<file path="src/hdl/tdl_pkg.sv">
// Shared types, token codes and character tables of the table-driven lexer.
`default_nettype none

package tdl_pkg;

  // Token kinds.
  localparam logic [5:0] K_EOF      = 6'd0;
  localparam logic [5:0] K_ERR      = 6'd1;
  localparam logic [5:0] K_IDENT    = 6'd2;
  localparam logic [5:0] K_NUM      = 6'd3;
  localparam logic [5:0] K_ASSIGN   = 6'd4;
  localparam logic [5:0] K_EQ       = 6'd5;
  localparam logic [5:0] K_COLON    = 6'd6;
  localparam logic [5:0] K_COLON_EQ = 6'd7;
  localparam logic [5:0] K_NE       = 6'd8;
  localparam logic [5:0] K_LE       = 6'd9;
  localparam logic [5:0] K_GE       = 6'd10;
  localparam logic [5:0] K_PLUS     = 6'd11;
  localparam logic [5:0] K_MINUS    = 6'd12;
  localparam logic [5:0] K_STAR     = 6'd13;
  localparam logic [5:0] K_SLASH    = 6'd14;
  localparam logic [5:0] K_PERCENT  = 6'd15;
  localparam logic [5:0] K_DOT      = 6'd16;
  localparam logic [5:0] K_LPAREN   = 6'd17;
  localparam logic [5:0] K_RPAREN   = 6'd18;
  localparam logic [5:0] K_COMMA    = 6'd19;
  localparam logic [5:0] K_LBRACE   = 6'd20;
  localparam logic [5:0] K_RBRACE   = 6'd21;
  localparam logic [5:0] K_SEMI     = 6'd22;
  localparam logic [5:0] K_LBRACKET = 6'd23;
  localparam logic [5:0] K_RBRACKET = 6'd24;
  localparam logic [5:0] K_KEYWORD0 = 6'd25;

  // Error codes.
  localparam logic [2:0] E_NONE       = 3'd0;
  localparam logic [2:0] E_INVALID    = 3'd1;
  localparam logic [2:0] E_TOO_LONG   = 3'd2;
  localparam logic [2:0] E_UNCLOSED   = 3'd3;
  localparam logic [2:0] E_INCOMPLETE = 3'd4;

  // Scanner states.
  localparam logic [4:0] ST_START = 5'd0;
  localparam logic [4:0] ST_IDENT = 5'd1;
  localparam logic [4:0] ST_NUM   = 5'd2;
  localparam logic [4:0] ST_EQ    = 5'd3;
  localparam logic [4:0] ST_COLON = 5'd4;
  localparam logic [4:0] ST_BANG  = 5'd5;
  localparam logic [4:0] ST_LT    = 5'd6;
  localparam logic [4:0] ST_GT    = 5'd7;

  // Characters with a meaning of their own.
  localparam logic [7:0] CH_HASH    = 8'h23;
  localparam logic [7:0] CH_NEWLINE = 8'h0a;
  localparam logic [7:0] CH_EQ      = 8'h3d;
  localparam logic [7:0] CH_COLON   = 8'h3a;
  localparam logic [7:0] CH_BANG    = 8'h21;
  localparam logic [7:0] CH_LT      = 8'h3c;
  localparam logic [7:0] CH_GT      = 8'h3e;

  // Keyword table: text packed with the first character in the top byte.
  localparam int NUM_KEYWORDS = 17;
  localparam logic [63:0] KW_TEXT [NUM_KEYWORDS] = '{
    64'h7374_6172_7400_0000,  // start
    64'h7374_6f70_0000_0000,  // stop
    64'h7265_7065_6174_0000,  // repeat
    64'h756e_7469_6c00_0000,  // until
    64'h7768_6f6c_6500_0000,  // whole
    64'h6c61_6265_6c00_0000,  // label
    64'h7175_6974_0000_0000,  // quit
    64'h6c69_7374_656e_0000,  // listen
    64'h7965_6c6c_0000_0000,  // yell
    64'h6d61_696e_0000_0000,  // main
    64'h706f_7274_616c_0000,  // portal
    64'h6966_0000_0000_0000,  // if
    64'h7468_656e_0000_0000,  // then
    64'h7069_636b_0000_0000,  // pick
    64'h6465_636c_6172_6500,  // declare
    64'h6173_7369_676e_0000,  // assign
    64'h7072_6f63_0000_0000   // proc
  };
  localparam logic [3:0] KW_LEN [NUM_KEYWORDS] = '{
    4'd5, 4'd4, 4'd6, 4'd5, 4'd5, 4'd5, 4'd4, 4'd6, 4'd4,
    4'd4, 4'd6, 4'd2, 4'd4, 4'd4, 4'd7, 4'd6, 4'd4
  };

  // Result queue geometry.
  localparam int FIFO_DEPTH = 4;
  localparam int PTR_W      = 2;
  localparam int CNT_W      = 3;

  // One result item.
  typedef struct packed {
    logic [5:0]  kind;
    logic [2:0]  err;
    logic [15:0] line;
    logic [63:0] text;
    logic [3:0]  len;
    logic        last;
  } result_t;

  function automatic logic is_space(input logic [7:0] ch);
    return (ch == 8'h20) || ((ch >= 8'h09) && (ch <= 8'h0d));
  endfunction

  function automatic logic is_alpha(input logic [7:0] ch);
    return ((ch >= 8'h61) && (ch <= 8'h7a)) || ((ch >= 8'h41) && (ch <= 8'h5a)) ||
           (ch == 8'h5f);
  endfunction

  function automatic logic is_digit(input logic [7:0] ch);
    return (ch >= 8'h30) && (ch <= 8'h39);
  endfunction

  // Identifier or keyword kind for buffered text; all compares in parallel.
  function automatic logic [5:0] kw_kind(input logic [63:0] txt, input logic [3:0] n);
    logic [5:0] kind;
    kind = K_IDENT;
    for (int k = 0; k < NUM_KEYWORDS; k++) begin
      if ((KW_LEN[k] == n) && (KW_TEXT[k] == txt)) begin
        kind = K_KEYWORD0 + 6'(k);
      end
    end
    return kind;
  endfunction

  // Kind of a single-character operator, or end of file code when none.
  function automatic logic [5:0] op_kind(input logic [7:0] ch);
    logic [5:0] kind;
    case (ch)
      8'h2b:   kind = K_PLUS;
      8'h2d:   kind = K_MINUS;
      8'h2a:   kind = K_STAR;
      8'h2f:   kind = K_SLASH;
      8'h25:   kind = K_PERCENT;
      8'h2e:   kind = K_DOT;
      8'h28:   kind = K_LPAREN;
      8'h29:   kind = K_RPAREN;
      8'h2c:   kind = K_COMMA;
      8'h7b:   kind = K_LBRACE;
      8'h7d:   kind = K_RBRACE;
      8'h3b:   kind = K_SEMI;
      8'h5b:   kind = K_LBRACKET;
      8'h5d:   kind = K_RBRACKET;
      default: kind = K_EOF;
    endcase
    return kind;
  endfunction

  function automatic result_t mk_res(input logic [5:0] kind, input logic [2:0] err,
                                     input logic [15:0] line, input logic [63:0] txt,
                                     input logic [3:0] n);
    result_t r;
    r.kind = kind;
    r.err  = err;
    r.line = line;
    r.text = txt;
    r.len  = n;
    r.last = 1'b0;
    return r;
  endfunction

endpackage

`default_nettype wire

</file>
<file path="src/hdl/table_driven_lexer.sv">
// Top level of the table-driven lexer: stream ports, scanner core and result queue.
// A result can be taken at the earliest in the cycle after the transfer of the character causing it.
// One character per cycle while the queue has room; the result port moves one result per cycle, so
// a character giving two results is absorbed by the four-entry queue.
// Input is taken while the queue has room for two results.
// Reset (synchronous, rst high): start state, empty text, line 1, no comment, queue empty.
`default_nettype none

module table_driven_lexer #(
  parameter int MAX_TEXT_LEN = 8
) (
  input  wire logic        clk,
  input  wire logic        rst,
  // Input characters.
  input  wire logic        s_tvalid,
  output logic             s_tready,
  input  wire logic [7:0]  s_tdata,   // [7:0] char_byte
  input  wire logic        s_tlast,   // end_of_input
  // Result tokens.
  output logic             m_tvalid,
  input  wire logic        m_tready,
  output logic [95:0]      m_tdata,   // [5:0] token_kind, [8:6] error_code,
                                      // [24:9] line_number, [88:25] token_text,
                                      // [92:89] text_length, [95:93] zero
  output logic             m_tlast,   // last_result
  // Start line register.
  input  wire logic        cfg_we,
  input  wire logic [15:0] cfg_wdata
);
  import tdl_pkg::*;

  logic       accept;
  result_t    res0;
  result_t    res1;
  logic [1:0] nres;
  result_t    head;
  logic       room2;

  assign accept = s_tvalid && s_tready;

  tdl_core #(
    .MAX_TEXT_LEN (MAX_TEXT_LEN)
  ) u_core (
    .clk       (clk),
    .rst       (rst),
    .accept    (accept),
    .ch        (s_tdata),
    .eoi       (s_tlast),
    .cfg_we    (cfg_we),
    .cfg_wdata (cfg_wdata),
    .res0      (res0),
    .res1      (res1),
    .nres      (nres)
  );

  tdl_res_fifo u_fifo (
    .clk       (clk),
    .rst       (rst),
    .push_n    (accept ? nres : 2'd0),
    .push0     (res0),
    .push1     (res1),
    .pop       (m_tready),
    .head      (head),
    .not_empty (m_tvalid),
    .room2     (room2)
  );

  assign s_tready = room2;

  // Pack the queue head onto the output stream.
  assign m_tdata = {3'd0, head.len, head.text, head.line, head.err, head.kind};
  assign m_tlast = head.last;

endmodule

`default_nettype wire

</file>
<file path="src/hdl/tdl_core.sv">
// Scanner state and the single-pass step that turns one character into results.
`default_nettype none

module tdl_core #(
  parameter int MAX_TEXT_LEN = 8
) (
  input  wire logic            clk,
  input  wire logic            rst,
  input  wire logic            accept,
  input  wire logic [7:0]      ch,
  input  wire logic            eoi,
  input  wire logic            cfg_we,
  input  wire logic [15:0]     cfg_wdata,
  output tdl_pkg::result_t     res0,
  output tdl_pkg::result_t     res1,
  output logic [1:0]           nres
);
  import tdl_pkg::*;

  localparam logic [3:0] MaxLen = 4'(MAX_TEXT_LEN);

  logic [4:0]  scan_state;
  logic [63:0] text_buffer;
  logic [3:0]  text_count;
  logic [15:0] line_counter;
  logic        in_comment;
  logic [15:0] comment_start_line;

  logic [4:0]  st;
  logic [63:0] bf;
  logic [3:0]  ct;
  logic [15:0] ln;
  logic        ic;
  logic [15:0] cs;
  logic        restart;
  logic        do_append;
  logic [5:0]  opk;
  result_t     res [2];

  // One step of the scanner, worked out from the current state and character.
  always_comb begin
    st        = scan_state;
    bf        = text_buffer;
    ct        = text_count;
    ln        = line_counter;
    ic        = in_comment;
    cs        = comment_start_line;
    nres      = 2'd0;
    res[0]    = '0;
    res[1]    = '0;
    restart   = 1'b0;
    do_append = 1'b0;
    opk       = op_kind(ch);

    if (eoi) begin
      // End of input: pending token or open comment, then the eof marker.
      if (ic) begin
        res[nres[0]] = mk_res(K_ERR, E_UNCLOSED, cs, 64'd0, 4'd0);
        nres = nres + 2'd1;
        ic = 1'b0;
      end else begin
        case (st)
          ST_IDENT: begin
            res[nres[0]] = mk_res(kw_kind(bf, ct), E_NONE, ln, bf, ct);
            nres = nres + 2'd1;
          end
          ST_NUM: begin
            res[nres[0]] = mk_res(K_NUM, E_NONE, ln, bf, ct);
            nres = nres + 2'd1;
          end
          ST_EQ: begin
            res[nres[0]] = mk_res(K_ASSIGN, E_NONE, ln, {CH_EQ, 56'd0}, 4'd1);
            nres = nres + 2'd1;
          end
          ST_COLON: begin
            res[nres[0]] = mk_res(K_COLON, E_NONE, ln, {CH_COLON, 56'd0}, 4'd1);
            nres = nres + 2'd1;
          end
          ST_BANG: begin
            res[nres[0]] = mk_res(K_ERR, E_INCOMPLETE, ln, {CH_BANG, 56'd0}, 4'd1);
            nres = nres + 2'd1;
          end
          ST_LT: begin
            res[nres[0]] = mk_res(K_ERR, E_INCOMPLETE, ln, {CH_LT, 56'd0}, 4'd1);
            nres = nres + 2'd1;
          end
          ST_GT: begin
            res[nres[0]] = mk_res(K_ERR, E_INCOMPLETE, ln, {CH_GT, 56'd0}, 4'd1);
            nres = nres + 2'd1;
          end
          default: begin
          end
        endcase
      end
      st = ST_START;
      bf = '0;
      ct = '0;
      res[nres[0]] = mk_res(K_EOF, E_NONE, ln, 64'd0, 4'd0);
      nres = nres + 2'd1;
    end else if (ic) begin
      // Inside a comment only the closing mark and newlines count.
      if (ch == CH_HASH) begin
        ic = 1'b0;
      end else if (ch == CH_NEWLINE) begin
        ln = ln + 16'd1;
      end
    end else begin
      case (st)
        ST_IDENT: begin
          if (is_alpha(ch) || is_digit(ch)) begin
            do_append = 1'b1;
          end else begin
            res[nres[0]] = mk_res(kw_kind(bf, ct), E_NONE, ln, bf, ct);
            nres = nres + 2'd1;
            restart = 1'b1;
          end
        end
        ST_NUM: begin
          if (is_digit(ch)) begin
            do_append = 1'b1;
          end else begin
            res[nres[0]] = mk_res(K_NUM, E_NONE, ln, bf, ct);
            nres = nres + 2'd1;
            restart = 1'b1;
          end
        end
        ST_EQ: begin
          if (ch == CH_EQ) begin
            res[nres[0]] = mk_res(K_EQ, E_NONE, ln, {CH_EQ, CH_EQ, 48'd0}, 4'd2);
          end else begin
            res[nres[0]] = mk_res(K_ASSIGN, E_NONE, ln, {CH_EQ, 56'd0}, 4'd1);
            restart = 1'b1;
          end
          nres = nres + 2'd1;
          st = ST_START;
        end
        ST_COLON: begin
          if (ch == CH_EQ) begin
            res[nres[0]] = mk_res(K_COLON_EQ, E_NONE, ln, {CH_COLON, CH_EQ, 48'd0}, 4'd2);
          end else begin
            res[nres[0]] = mk_res(K_COLON, E_NONE, ln, {CH_COLON, 56'd0}, 4'd1);
            restart = 1'b1;
          end
          nres = nres + 2'd1;
          st = ST_START;
        end
        ST_BANG: begin
          if (ch == CH_EQ) begin
            res[nres[0]] = mk_res(K_NE, E_NONE, ln, {CH_BANG, CH_EQ, 48'd0}, 4'd2);
          end else begin
            res[nres[0]] = mk_res(K_ERR, E_INCOMPLETE, ln, {CH_BANG, 56'd0}, 4'd1);
            restart = 1'b1;
          end
          nres = nres + 2'd1;
          st = ST_START;
        end
        ST_LT: begin
          if (ch == CH_EQ) begin
            res[nres[0]] = mk_res(K_LE, E_NONE, ln, {CH_LT, CH_EQ, 48'd0}, 4'd2);
          end else begin
            res[nres[0]] = mk_res(K_ERR, E_INCOMPLETE, ln, {CH_LT, 56'd0}, 4'd1);
            restart = 1'b1;
          end
          nres = nres + 2'd1;
          st = ST_START;
        end
        ST_GT: begin
          if (ch == CH_EQ) begin
            res[nres[0]] = mk_res(K_GE, E_NONE, ln, {CH_GT, CH_EQ, 48'd0}, 4'd2);
          end else begin
            res[nres[0]] = mk_res(K_ERR, E_INCOMPLETE, ln, {CH_GT, 56'd0}, 4'd1);
            restart = 1'b1;
          end
          nres = nres + 2'd1;
          st = ST_START;
        end
        default: begin
          restart = 1'b1;
        end
      endcase
    end

    // Scan the character from the start state.
    if (restart) begin
      st = ST_START;
      bf = '0;
      ct = '0;
      if (is_space(ch)) begin
        if (ch == CH_NEWLINE) begin
          ln = ln + 16'd1;
        end
      end else if (is_alpha(ch)) begin
        st = ST_IDENT;
        do_append = 1'b1;
      end else if (is_digit(ch)) begin
        st = ST_NUM;
        do_append = 1'b1;
      end else if (ch == CH_HASH) begin
        ic = 1'b1;
        cs = ln;
      end else if (ch == CH_EQ) begin
        st = ST_EQ;
      end else if (ch == CH_COLON) begin
        st = ST_COLON;
      end else if (ch == CH_BANG) begin
        st = ST_BANG;
      end else if (ch == CH_LT) begin
        st = ST_LT;
      end else if (ch == CH_GT) begin
        st = ST_GT;
      end else if (opk != K_EOF) begin
        res[nres[0]] = mk_res(opk, E_NONE, ln, {ch, 56'd0}, 4'd1);
        nres = nres + 2'd1;
      end else begin
        res[nres[0]] = mk_res(K_ERR, E_INVALID, ln, {ch, 56'd0}, 4'd1);
        nres = nres + 2'd1;
      end
    end

    // Add the character to the token text, or report an overlong token.
    if (do_append) begin
      if (ct >= MaxLen) begin
        res[nres[0]] = mk_res(K_ERR, E_TOO_LONG, ln, bf, ct);
        nres = nres + 2'd1;
        st = ST_START;
        bf = '0;
        ct = '0;
      end else begin
        bf[8 * (3'd7 - ct[2:0]) +: 8] = ch;
        ct = ct + 4'd1;
      end
    end

    // Mark the final result of this character.
    if (nres == 2'd2) begin
      res[1].last = 1'b1;
    end else if (nres == 2'd1) begin
      res[0].last = 1'b1;
    end
  end

  assign res0 = res[0];
  assign res1 = res[1];

  // Scanner state update on each transfer without a configuration write; a configuration write loads the line.
  always_ff @(posedge clk) begin
    if (rst) begin
      scan_state         <= ST_START;
      text_buffer        <= '0;
      text_count         <= '0;
      line_counter       <= 16'd1;
      in_comment         <= 1'b0;
      comment_start_line <= '0;
    end else if (cfg_we) begin
      line_counter <= cfg_wdata;
    end else if (accept) begin
      scan_state         <= st;
      text_buffer        <= bf;
      text_count         <= ct;
      line_counter       <= ln;
      in_comment         <= ic;
      comment_start_line <= cs;
    end
  end

endmodule

`default_nettype wire

</file>
<file path="src/hdl/tdl_res_fifo.sv">
// Result queue that takes up to two results per cycle and hands out one.
`default_nettype none

module tdl_res_fifo (
  input  wire logic             clk,
  input  wire logic             rst,
  input  wire logic [1:0]       push_n,
  input  wire tdl_pkg::result_t push0,
  input  wire tdl_pkg::result_t push1,
  input  wire logic             pop,
  output tdl_pkg::result_t      head,
  output logic                  not_empty,
  output logic                  room2
);
  import tdl_pkg::*;

  result_t          mem [FIFO_DEPTH];
  logic [PTR_W-1:0] wp;
  logic [PTR_W-1:0] rp;
  logic [CNT_W-1:0] count;
  logic [CNT_W-1:0] count_next;
  logic             do_pop;

  assign do_pop     = pop && not_empty;
  assign not_empty  = (count != '0);
  assign room2      = (count <= CNT_W'(FIFO_DEPTH - 2));
  assign head       = mem[rp];
  assign count_next = count + CNT_W'(push_n) - CNT_W'(do_pop);

  // Storage writes at the tail, one or two entries.
  always_ff @(posedge clk) begin
    if (push_n != 2'd0) begin
      mem[wp] <= push0;
    end
    if (push_n == 2'd2) begin
      mem[wp + PTR_W'(1)] <= push1;
    end
  end

  // Pointers and fill count.
  always_ff @(posedge clk) begin
    if (rst) begin
      wp    <= '0;
      rp    <= '0;
      count <= '0;
    end else begin
      wp    <= wp + PTR_W'(push_n);
      rp    <= rp + PTR_W'(do_pop);
      count <= count_next;
    end
  end

endmodule

`default_nettype wire
</file>
<file path="config.mk">
export PLATFORM = sky130hd
export DESIGN_NAME = table_driven_lexer
export DESIGN_NICKNAME = d
export VERILOG_FILES = /design/src/hdl/tdl_pkg.sv /design/src/hdl/table_driven_lexer.sv /design/src/hdl/tdl_core.sv /design/src/hdl/tdl_res_fifo.sv
export SDC_FILE = /design/constraint.sdc
export NUM_CORES = 1
export LEC_CHECK = 0
export BUFFER_PORTS_ARGS = -buffer_cell sky130_fd_sc_hd__buf_4
export CORE_UTILIZATION = 55
export DETAILED_ROUTE_END_ITERATION = 7
export MAX_ROUTING_LAYER = met4
export PLACE_DENSITY_LB_ADDON = 0.25
export REMOVE_ABC_BUFFERS = 1
export SKIP_LAST_GASP = 1
export SYNTH_ARGS = -nofsm -noshare
export SYNTH_HDL_FRONTEND = slang
export SYNTH_SLANG_ARGS = --single-unit
export TNS_END_PERCENT = 1
</file>
<file path="constraint.sdc">
create_clock -name clk -period 16.4 [get_ports clk]
set_input_delay 1.64 -clock clk [delete_from_list [all_inputs] [get_ports clk]]
set_output_delay 1.64 -clock clk [all_outputs]
set_load 0.03 [all_outputs]
</file>
# ---- Word-level counts from Yosys, hierarchy flattened
# Memory sizes are Yosys's and may differ from the RTL's. A register that Yosys moved wholly into a read port is not among the register bits.
# Cells that the tools add are included.
dict set report totals {
  ram_bits 376
  memories 1
  ff_bits 113
}
# memory words word_bits read_ports rd_clocked_by_memory_dff wr line
set memory_table {}
lappend memory_table {u_fifo.mem 4 94 1 1 2 tdl_res_fifo.sv:17} ;# result_t mem [FIFO_DEPTH];
dict set report classes {
  eq_ne 55
  n_lt_le_gt_ge 16
  n_addsub 13
  n_shift 2
  n_reduce_logical 38
  mux 140
  bitwise 7
}
# op n
set op_table {}
lappend op_table {{2-to-1 mux 188 bit} 13}
lappend op_table {{case mux 94 bit (7 select lines)} 2}
lappend op_table {{== test 63 x 64 -> 1 bit, first input constant} 17}
lappend op_table {{2-to-1 mux 94 bit} 9}
lappend op_table {{bitwise mux 188 bit} 4}
lappend op_table {{demux 94 bit (select 1 bit)} 3}
lappend op_table {{2-to-1 mux 92 bit} 3}
lappend op_table {{2-to-1 mux 64 bit} 4}
lappend op_table {{2-to-1 mux 89 bit} 2}
lappend op_table {{2-to-1 mux 16 bit} 9}
lappend op_table {{== test 8 x 6 -> 1 bit, second input constant} 17}
lappend op_table {{2-to-1 mux 5 bit} 21}
lappend op_table {{2-to-1 mux 90 bit} 1}
lappend op_table {{case mux 5 bit (14 select lines)} 1}
lappend op_table {{bitwise mux 64 bit} 1}
lappend op_table {{variable shift 8 x 34 -> 64 bit, first input constant} 1}
lappend op_table {{variable part select 8 x 34 -> 64 bit} 1}
lappend op_table {{2-to-1 mux 6 bit} 10}
lappend op_table {{== test 8 x 7 -> 1 bit, second input constant} 5}
lappend op_table {{2-to-1 mux 2 bit} 18}
lappend op_table {{negator 32 -> 34 bit} 1}
lappend op_table {{adder 16 x 1 -> 16 bit, second input constant} 2}
lappend op_table {{2-to-1 mux 1 bit} 31}
lappend op_table {{logical AND 1 bit} 26}
lappend op_table {{40 further kinds} 69}

# ---- Depth between registers and ports, before layout
# Gate-level depths: netlist of the first run.
dict set report logic_depth {
  ltp_word 41
  mapped_depth 22
}

# ---- Hierarchy
# Synthesis of the first run repeated with hierarchy kept, for this count alone.
dict set report hier_totals {
  cells_unflattened 2180
  area_unflattened_um2 27792.9
}
# mod seq_area_each_um2 area_per_inst_um2 n_inst cells_per_inst
set by_module_without_submodules {}
lappend by_module_without_submodules {tdl_res_fifo 11431.0 18776.8 1 955}
lappend by_module_without_submodules {tdl_core 2122.0 8971.1 1 1218}
lappend by_module_without_submodules {table_driven_lexer 0.0 45.0 1 7}

# ---- Least setup slack after synthesis of the first run
# No wires, ideal clock.
dict set report synth_timing {
  kind {input port to flip-flop}
  from {input port s_tdata[7]}
  to {memory u_fifo.mem[0][0] (netlist name) (enable)}
  required_ns 15.714
  t_arrival_ns 11.338
  path_slack_ns 4.376
  n_path_buf 2
  cell_stages 15
  cell_sequence {buf_2 -> nor4bb_1 -> a211oi_1 -> o2111a_1 -> o221ai_1 -> clkbuf_1 -> inv_2 -> ha_1 -> nand3_1 -> nand2_1 -> ha_1 -> a211oi_1 -> a31oi_1 -> a21oi_1 -> o31ai_1}
}
# item line
set synth_lines {}
lappend synth_lines {{start: declaration} table_driven_lexer.sv:17} ;# input wire logic [7:0] s_tdata,
lappend synth_lines {{end: declaration} tdl_res_fifo.sv:17}

==> results of run 1 <==
-- layout make-up --
type | count | area [um2]
fillers | 3480 | 16620
flip-flops and latches | 489 | 13560
multi-input cells | 1411 | 10470
clock buffers | 68 | 1390
repair buffers | 154 | 1156
well taps | 592 | 740.7
clock inverters | 24 | 163.9
inverters | 31 | 116.4
diodes | 1 | 2.502
-- placed cells by master, fill, tap and decap left out, types with 12 or more instances in the layout --
master and count:
nor3b_1 15, nand2_1 144, a21oi_1 57, xor2_1 17, buf_4 154, a221oi_1 12, nor3_1 27, nor2_1 339
and2_1 16, a22o_1 65, nand2b_1 12, clkbuf_1 12, nor4_1 29, ha_1 14, inv_1 29, o21ai_0 30
o211ai_1 14, or4_1 19, dfxtp_1 111, nor4bb_1 14, nand4_1 28, and3_1 17, clkbuf_16 51, o22ai_1 14
mux2i_1 131, mux4_2 94, edfxtp_1 376, nand3_1 51, a22oi_1 13, xnor2_1 25
-- layer usage --
layer | global-route usage [%] | vias up
met1 | 47.65 | 9172
met2 | 49.71 | 940
met4 | 11.18 | 0
met3 | 4.145 | 159
li1 | - | 8065
met5 | - | -
-- through the flow --
step                cell area [um2]  util, %  hold slack [ns]
detailed placement            26050    58.90           0.4792
global route                  27600    62.42           0.5167
CTS                           27600    62.41           0.4953
floorplan                     24050        -           0.4533
finish                        27600    62.42           0.4956
global placement              26050    58.90           0.4677
-- power breakdown --
| group | internal, mW | switching [mW] | leakage (nW) | total, mW |
|---|---|---|---|---|
| clock network | 0.598 | 0.488 | 0.763 | 1.09 |
| registers | 1.45 | 0.0556 | 4.53 | 1.50 |
| logic | 0.367 | 0.579 | 5.33 | 0.946 |
| total | 2.41 | 1.12 | 10.6 | 3.54 |
-- cells by family (layout without fill, tap and decap cells) --
logic type                 Yosys count  after routing  synth area share (%)
AOI/OAI and AO/OA                  313            313                 9.236
xor gates and xnor gates            42             42                 1.490
adders and majority gates           15             15                0.7904
buffers and inverters              194            277                 3.126
DFF                                489            489                 54.88
muxes                              233            233                 14.26
other                                1              4               0.01519
and+or+nand+nor                    805            805                 16.20
-- flip-flops by register name, summed over array words and instances, names as in the netlist --
signal and cells:
u_fifo.count 3, u_core.scan_state 5, u_core.in_comment 1, u_core.text_buffer 64, u_fifo.rp 2, u_core.line_counter 16, u_core.comment_start_line 16, u_fifo.wp 2
u_fifo.mem 376, u_core.text_count 4
-- worst min-delay path, stage by stage (launching register included) --
cell and delay [ns]:
dfxtp_1 0.33, a21oi_1 0.06, nor2_1 0.07
-- worst max path at each step --
| stage | startpoint | endpoint | slack [ns] |
|---|---|---|---|
| floorplan | s_tdata[7] | u_fifo.mem[0][0] | 4.45 |
| global placement | s_tdata[4] | u_fifo.mem[3][31] | 9.42 |
| detailed placement | s_tdata[4] | u_fifo.mem[3][31] | 9.28 |
| CTS | s_tdata[4] | u_fifo.mem[3][2] | 9.88 |
| global route | s_tdata[4] | u_fifo.mem[1][53] | 9.39 |
| finish | s_tdata[4] | u_fifo.mem[3][86] | 9.69 |
==> flow_summary.json, run 1 <==
{
  "synth-edff-count": 376,
  "post_cts_resized": 0,
  "place_hpwl_um": 47900,
  "critPathLaunchType": "input port",
  "gp_congestion": 0.9807,
  "dpl.cell_count": 2677,
  "htree_levels": 2,
  "synthArstFlopShare_pct": 0,
  "cellLeakagePower_nw": 10.63,
  "vdd_drop_max_mv": 0.1232,
  "grt_usage_pct": 33.42,
  "wl_met2_um": 33430,
  "die_y_um": 213.9,
  "cpMaxStageDelayCell": "o221ai_1",
  "holdPathEnd": "u_core.comment_start_line[14]",
  "die_width_um": 213.9,
  "cts_tree": "done",
  "yosys_most_used_dff": "edfxtp_1",
  "grt_antenna_before_repair": 2,
  "crit_arrival_ns": 6.92,
  "clock_latency_ns": 0.62,
  "syn_to_final_growth_pct": 11.77,
  "wl_met3_um": 5796,
  "timing.rr.end": "u_fifo.mem[3][86]",
  "rsz0062_at_grt": "no",
  "ys_ff_latch": 489,
  "grt_max_degree": 65,
  "top_layer": "met4",
  "synth_cells": 2092,
  "drt-met1-wl_um": 31720,
  "path_buf_inv": 3,
  "synth_top_area_cell": "edfxtp_1",
  "drt_iter0_markers": 2259,
  "worst_pin_slew_ns": 1.248,
  "hp-start": "u_core.comment_start_line[14]",
  "num_vias": 18340,
  "fin_crit_ns": 6.705,
  "finalSetupViolations": 0,
  "dp_slack_ns": 9.279,
  "drv_cap": 0,
  "r2r-start": "u_core.scan_state[2]",
  "die-area_um2": 45750,
  "cp.depth": 15,
  "drc_errors": 0,
  "first_global_vias": 17800,
  "layoutNonFillerInstCount": 2770,
  "cp_slowest_stage_delay_ns": 0.77,
  "grt_pass1_wl_um": 110200,
  "overflow": 0,
  "slew_headroom_pct": 16.69,
  "hold_depth": 2,
  "critPathTopFamily": "compound AO/OA/AOI/OAI gates",
  "fmax_mhz": 149.1,
  "synth_commonest_cells": "edfxtp_1 (376), nor2_1 (343), nand2_1 (145)",
  "ys_warn_count": 0,
  "r2r_cells": 14,
  "ys_seq_area_share_pct": 54.88,
  "drive_gt1_share_pct": 16.72,
  "portBuffers": 125,
  "vias_per_cell": 6.619,
  "syn_area_um2": 24690,
  "end_kind": "register",
  "worstPathMaxFanout": 51,
  "path_class": "input port to register",
  "fin_crit_sh_pct": 40.89,
  "p_per_area_nw_per_um2": 128.1,
  "synth_area_leaders": "edfxtp_1 (46%), dfxtp_1 (9.2%), mux4_2 (8.6%), mux2i_1 (5.3%), nor2_1 (5.2%)",
  "placementRows": 77,
  "status": "finished clean",
  "finalPower_mw": 3.537,
  "io_pins": 129,
  "start_util_pct": 55.84,
  "cts_made_buffers": 49,
  "routed_wl_um": 73140,
  "path_clk_slew_ns": 0.06,
  "num-nets-final": 2181,
  "cts_buffer_depth": 3,
  "ant_nets": 0,
  "cts.sinks": 489,
  "synth_cell_types": 90,
  "skew_ns": 0.03320,
  "dr.pass1.iters": 6,
  "r2r_slack_ns": 10.72,
  "synth_top_area_share_pct": 45.72,
  "hold_viol_final": 0,
  "clockRootBuffer": "clkbuf_16",
  "min_path_type": "register to register",
  "setup_slack_ns": 9.695,
  "post_cts_buffers": 0,
  "syn_area_per_cell_um2": 11.80,
  "worstPathRequired_ns": 16.61,
  "coreArea_um2": 44220,
  "final-max-slew-violation-count": 0,
  "cts_hold_buffers": 0,
  "wl_per_cell_um": 26.40,
  "tns_ns": 0,
  "synth_most_common_cell": "edfxtp_1",
  "crit_path_cell_trace": "buf_4 > nor4bb_1 > a211oi_1 > o2111a_1 > o221ai_1 > inv_2 > ha_1 > nand3_1 > nand2_1 > ha_1 > a211oi_1 > a31oi_1 > a21oi_1 > nor3_2 > buf_4"
}
Note: power is estimated with default switching activity, not from simulation.
==> run 2: changes to the inputs <==
==> constraint.sdc (replaced) <==
create_clock -name clk -period 5.6 [get_ports clk]
set_input_delay 0.56 -clock clk [delete_from_list [all_inputs] [get_ports clk]]
set_output_delay 0.56 -clock clk [all_outputs]
set_load 0.03 [all_outputs]
==> run 2 against run 1 <==
Worst setup slack worse by 8.7 ns. Critical path depth unchanged. Wire length up 1.6%. Cell area up 1.8%. Cell count up 1.2%. Register-to-register slack worse by 9.8 ns. Die area unchanged. Power rose to 3.0 times the previous value. Global-route usage up 0.52 points. Sequential share of layout area down 0.86 points. First-iteration DRC count up 3.4%. Critical path type is now register to register. Critical endpoint is now u_fifo.mem[3][45]. Largest cell class unchanged. Largest power group unchanged.
==> flow_summary.json, run 2 (synthesis gave the netlist of run 1 again) <==
{
  "dpl.cell_count": 2705,
  "start_util_pct": 55.84,
  "grt_antenna_before_repair": 1,
  "top_regs": "u_fifo.mem: 376 flops, u_core.text_buffer: 64 flops",
  "drive_gt1_share_pct": 17.97,
  "die_width_um": 213.9,
  "final-max-slew-violation-count": 0,
  "drv_cap": 0,
  "first_global_vias": 18180,
  "die_y_um": 213.9,
  "drc_errors": 0,
  "clock_latency_ns": 0.64,
  "cp_slowest_stage_delay_ns": 0.54,
  "overflow": 0,
  "cts.sinks": 489,
  "finalSetupViolations": 0,
  "portBuffers": 125,
  "layoutNonFillerInstCount": 2802,
  "vias_per_cell": 6.666,
  "dp_slack_ns": 0.7703,
  "rsz0062_at_grt": "no",
  "regMostFlops": "u_fifo.mem",
  "wl_per_cell_um": 26.52,
  "coreArea_um2": 44220,
  "cts_made_buffers": 51,
  "cellLeakagePower_nw": 10.87,
  "gp_congestion": 0.9907,
  "slew_headroom_pct": 19.33,
  "cts_tree": "done",
  "placementRows": 77,
  "status": "finished clean",
  "finalPower_mw": 10.66,
  "grt_pass1_wl_um": 112000,
  "fin_crit_ns": 4.640,
  "fin_crit_sh_pct": 82.85,
  "path_buf_inv": 3,
  "critPathTopFamily": "compound AO/OA/AOI/OAI gates",
  "io_pins": 129,
  "hold_slack_ns": 0.1948,
  "worst_pin_slew_ns": 1.209,
  "dr.pass1.iters": 7,
  "hold_viol_final": 0,
  "vdd_drop_max_mv": 0.5152,
  "end_kind": "register",
  "fin_area_um2": 28090,
  "tns_ns": 0,
  "routed_wl_um": 74300,
  "most-common-layout-cells": "edfxtp_1 (376), nor2_1 (340), buf_4 (174), nand2_1 (144), mux2i_1 (131)",
  "htree_levels": 2,
  "clockRootBuffer": "clkbuf_16",
  "largest_register_ffs": 376,
  "skew_ns": 0.04782,
  "post_cts_buffers": 0,
  "die-area_um2": 45750,
  "drt_iter0_markers": 2336,
  "placed_area_um2": 26350,
  "min_path_type": "input port to register",
  "setup_slack_ns": 0.9603,
  "crit_arrival_ns": 4.89,
  "fin_util_pct": 63.53,
  "path_class": "register to register",
  "cts_buffer_depth": 3,
  "grt_usage_pct": 33.94,
  "syn_to_final_growth_pct": 13.77,
  "layout_commonest_cell": "edfxtp_1",
  "cpMaxStageDelayCell": "a21oi_1",
  "post_cts_resized": 0,
  "num_vias": 18680,
  "num-nets-final": 2211,
  "fmax_mhz": 215.5,
  "cts_hold_buffers": 0,
  "p_per_area_nw_per_um2": 379.6,
  "nFillCells": 3393,
  "critPathLaunchType": "register",
  "ant_nets": 0,
  "grt_max_degree": 55,
  "worstPathRequired_ns": 5.85,
  "path_clk_slew_ns": 0.06,
  "crit_path_cell_trace": "or3_1 > a211oi_1 > o2111a_1 > o221ai_1 > inv_2 > ha_1 > nand3_1 > nand2_1 > ha_1 > a211oi_1 > a31oi_1 > buf_4 > a21oi_1 > nor3_2 > buf_4",
  "worstPathMaxFanout": 50,
  "place_hpwl_um": 49590
}
## run 2: cell count changes in the layout (fill, tap and decap cells not counted), moves of 2 or more
cell	before	now
buf_4	154	174
clkinv_16	1	3
clkbuf_16	51	58
clkinv_1	8	4
clkbuf_1	12	14
buf_12	0	8
## run 2: worst paths after layout
path                                  endpoint  cells after the start  slack (ns)                    startpoint
setup / recovery             u_fifo.mem[3][45]                     15        0.96          u_core.scan_state[2]
hold / removal          u_core.line_counter[6]                      3        0.19                  cfg_wdata[6]
setup reg to reg             u_fifo.mem[3][45]                     15        0.96          u_core.scan_state[2]
hold reg to reg   u_core.comment_start_line[8]                      2        0.49  u_core.comment_start_line[8]
## run 2: report_power, final
group | leakage (nW) | internal [mW] | switching (mW) | total, mW
sequential | 4.53 | 4.24 | 0.180 | 4.42
combinational | 5.50 | 1.11 | 1.69 | 2.80
clock | 0.847 | 1.95 | 1.49 | 3.45
## run 2: area by class of cell
type                    count  area [um2]  share of cell area, %
well taps                 592       740.7                  2.637
flip-flops and latches    489       13560                  48.27
diodes                      1       2.502               0.008907
multi-input cells        1411       10470                  37.25
clock buffers              76        1559                  5.549
repair buffers            182        1466                  5.220
inverters                  31       116.4                 0.4142
clock inverters            20       183.9                 0.6547
## run 2: tightest hold or removal path, delay by kind of cell
| kind | cells | cell delay (ns) |
|---|---|---|
| and+or+nand+nor | 1 | 0.07 |
| muxes | 1 | 0.05 |
| buffers and inverters | 1 | 0.08 |
## run 2: per-layer routing
metal	up-vias	GRT usage [%]	share of wire, %
li1	8118	-	-
met1	9391	47.98	42
met2	999	50.72	46
met3	171	4.848	8.4
met4	0	10.89	3.0
met5	-	-	0
==> run 3: changes to the inputs <==
==> constraint.sdc (replaced) <==
create_clock -name clk -period 4.2 [get_ports clk]
set_input_delay 0.42 -clock clk [delete_from_list [all_inputs] [get_ports clk]]
set_output_delay 0.42 -clock clk [all_outputs]
set_load 0.03 [all_outputs]
==> run 3 against run 2 <==
Maximum frequency up 15%. Cell count up 4.7%. Combinational power up 42%. Sequential power up 33%. First-iteration DRC count up 9.5%. Clock power up 29%. Worst setup slack worse by 0.81 ns. Critical path type unchanged.
==> flow_summary.json, run 3 (synthesis gave the netlist of run 1 again) <==
{
  "status": "finished clean",
  "first_global_vias": 18720,
  "drc_errors": 0,
  "r2r_cells": 11,
  "gp_congestion": 0.9970,
  "p_int_mw": 9.854,
  "crit_arrival_ns": 4.36,
  "vdd_drop_max_mv": 0.9449,
  "fin_area_um2": 29360,
  "placed_area_um2": 27690,
  "cts_hold_buffers": 0,
  "cp-endpoint": "u_fifo.mem[0][75]",
  "top_regs": "u_fifo.mem: 376 flops, u_core.text_buffer: 64 flops",
  "dr.pass1.iters": 6,
  "wl_per_cell_um": 25.94,
  "swShare_pct": 31.12,
  "finalSetupViolations": 0,
  "path_clk_slew_ns": 0.06,
  "timing.rr.end": "u_fifo.mem[0][75]",
  "hold_depth": 3,
  "portBuffers": 125,
  "ant_nets": 0,
  "min_path_type": "input port to register",
  "critPathLaunchType": "register",
  "most-common-layout-cells": "edfxtp_1 (376), nor2_1 (341), buf_4 (282), nand2_1 (144), mux2i_1 (131)",
  "largest_register_ffs": 376,
  "start_util_pct": 55.84,
  "coreArea_um2": 44220,
  "cts_buffer_depth": 3,
  "grt_pass1_wl_um": 115300,
  "finalPower_mw": 14.31,
  "hold_slack_ns": 0.05079,
  "routed_wl_um": 76100,
  "grt_antenna_before_repair": 2,
  "pwr-share-seq_pct": 41.0,
  "crit_path_cell_trace": "buf_4 > nor2b_1 > nand3_1 > xnor2_1 > ha_1 > nand4_1 > a31oi_1 > nand2_1 > xor2_1 > a221oi_1 > mux2i_1",
  "die_width_um": 213.9,
  "drive_gt1_share_pct": 22.74,
  "place_hpwl_um": 53350,
  "final-max-slew-violation-count": 0,
  "worstPathMaxFanout": 22,
  "path_class": "register to register",
  "cts_made_buffers": 49,
  "worstPathRequired_ns": 4.51,
  "num-nets-final": 2344,
  "hold_viol_final": 0,
  "fin_crit_ns": 4.045,
  "cts_tree": "done",
  "clock_power_share_pct": 31.1,
  "layoutNonFillerInstCount": 2934,
  "die-area_um2": 45750,
  "drt_iter0_markers": 2559,
  "clock_latency_ns": 0.63,
  "p_per_area_nw_per_um2": 487.2,
  "cts.sinks": 489,
  "drv_cap": 0,
  "critPathLaunch": "u_core.in_comment",
  "overflow": 0,
  "htree_levels": 2,
  "grt_max_degree": 90,
  "end_kind": "register",
  "cpMaxStageDelayCell": "a221oi_1",
  "skew_ns": 0.03660,
  "clockRootBuffer": "clkbuf_16",
  "layout_commonest_cell": "edfxtp_1",
  "worst_pin_slew_ns": 1.122,
  "placementRows": 77,
  "dpl.cell_count": 2840,
  "syn_to_final_growth_pct": 18.91,
  "p_switching_mw": 4.452,
  "io_pins": 129,
  "regMostFlops": "u_fifo.mem",
  "vias_per_cell": 6.544,
  "fmax_mhz": 247.2,
  "combPwrFrac_pct": 27.9,
  "grt_usage_pct": 34.94,
  "slew_headroom_pct": 24.43,
  "r2r_slack_ns": 0.15,
  "cp_slowest_stage_delay_ns": 0.60,
  "cellLeakagePower_nw": 11.59,
  "r2r-start": "u_core.in_comment",
  "num_vias": 19200,
  "fin_crit_sh_pct": 96.31,
  "die_y_um": 213.9
}
==> run 3: worst min-delay path by stage <==
stage / to / slack [ns] / from
global placement: u_core.comment_start_line[2] / 0.47 / u_core.comment_start_line[2]
finish: u_core.line_counter[14] / 0.05 / cfg_wdata[14]
global route: u_core.line_counter[6] / 0.07 / cfg_wdata[6]
CTS: u_core.line_counter[14] / 0.03 / cfg_wdata[14]
detailed placement: u_core.comment_start_line[8] / 0.48 / u_core.comment_start_line[8]
floorplan: u_core.comment_start_line[15] / 0.45 / u_core.comment_start_line[15]
==> run 3: metrics by stage <==
step                utilization, %  TNS [ns]  setup slack (ns)
floorplan                        -  -2726.60            -6.533
global placement             62.61    -43.59           -0.2055
detailed placement           62.61    -37.19           -0.1461
CTS                          66.29         0           0.06621
global route                 66.40  -0.01623          -0.01623
finish                       66.40         0            0.1549
==> run 3: cell type report <==
class	instances	area, um2
multi-input cells	1411	10490
fillers	3307	14860
repair buffers	317	2818
well taps	592	740.7
diodes	2	5.005
flip-flops and latches	489	13560
clock inverters	33	312.8
clock buffers	59	1315
inverters	31	116.4
==> run 3: repair_timing <==
action,in CTS,in global routing
resized for setup,0,12
buffers inserted,0,0
endpoints found under the setup margin,0,354
==> run 3: metal layers <==
layer	up-vias	global-route usage (%)	part of all wire (%)
li1	8383	-	-
met4	0	11.85	3.0
met3	148	4.643	8.6
met1	9619	50.16	43
met5	-	-	0
met2	1050	51.32	46
==> run 3: critical path, delay by kind of cell, from the launching register on <==
family / cells / cell delay [ns]
fa+ha+maj: 1 / 0.21
xor+xnor: 2 / 0.61
simple gates: 4 / 1.06
flops: 1 / 0.36
buf+inv: 1 / 0.32
mux: 1 / 0.19
compound gates: 2 / 1.00
==> run 3: power groups by stage <==
| stage | Clock [mW] | Combinational [mW] | Sequential, mW |
|---|---|---|---|
| detailed placement | 0 | 3.98 | 5.95 |
| floorplan | 0 | 2.33 | 6.16 |
| global placement | 0 | 3.95 | 5.93 |
| global route | 4.66 | 4.21 | 5.89 |
| finish | 4.45 | 3.99 | 5.86 |
| CTS | 4.49 | 4.00 | 5.86 |
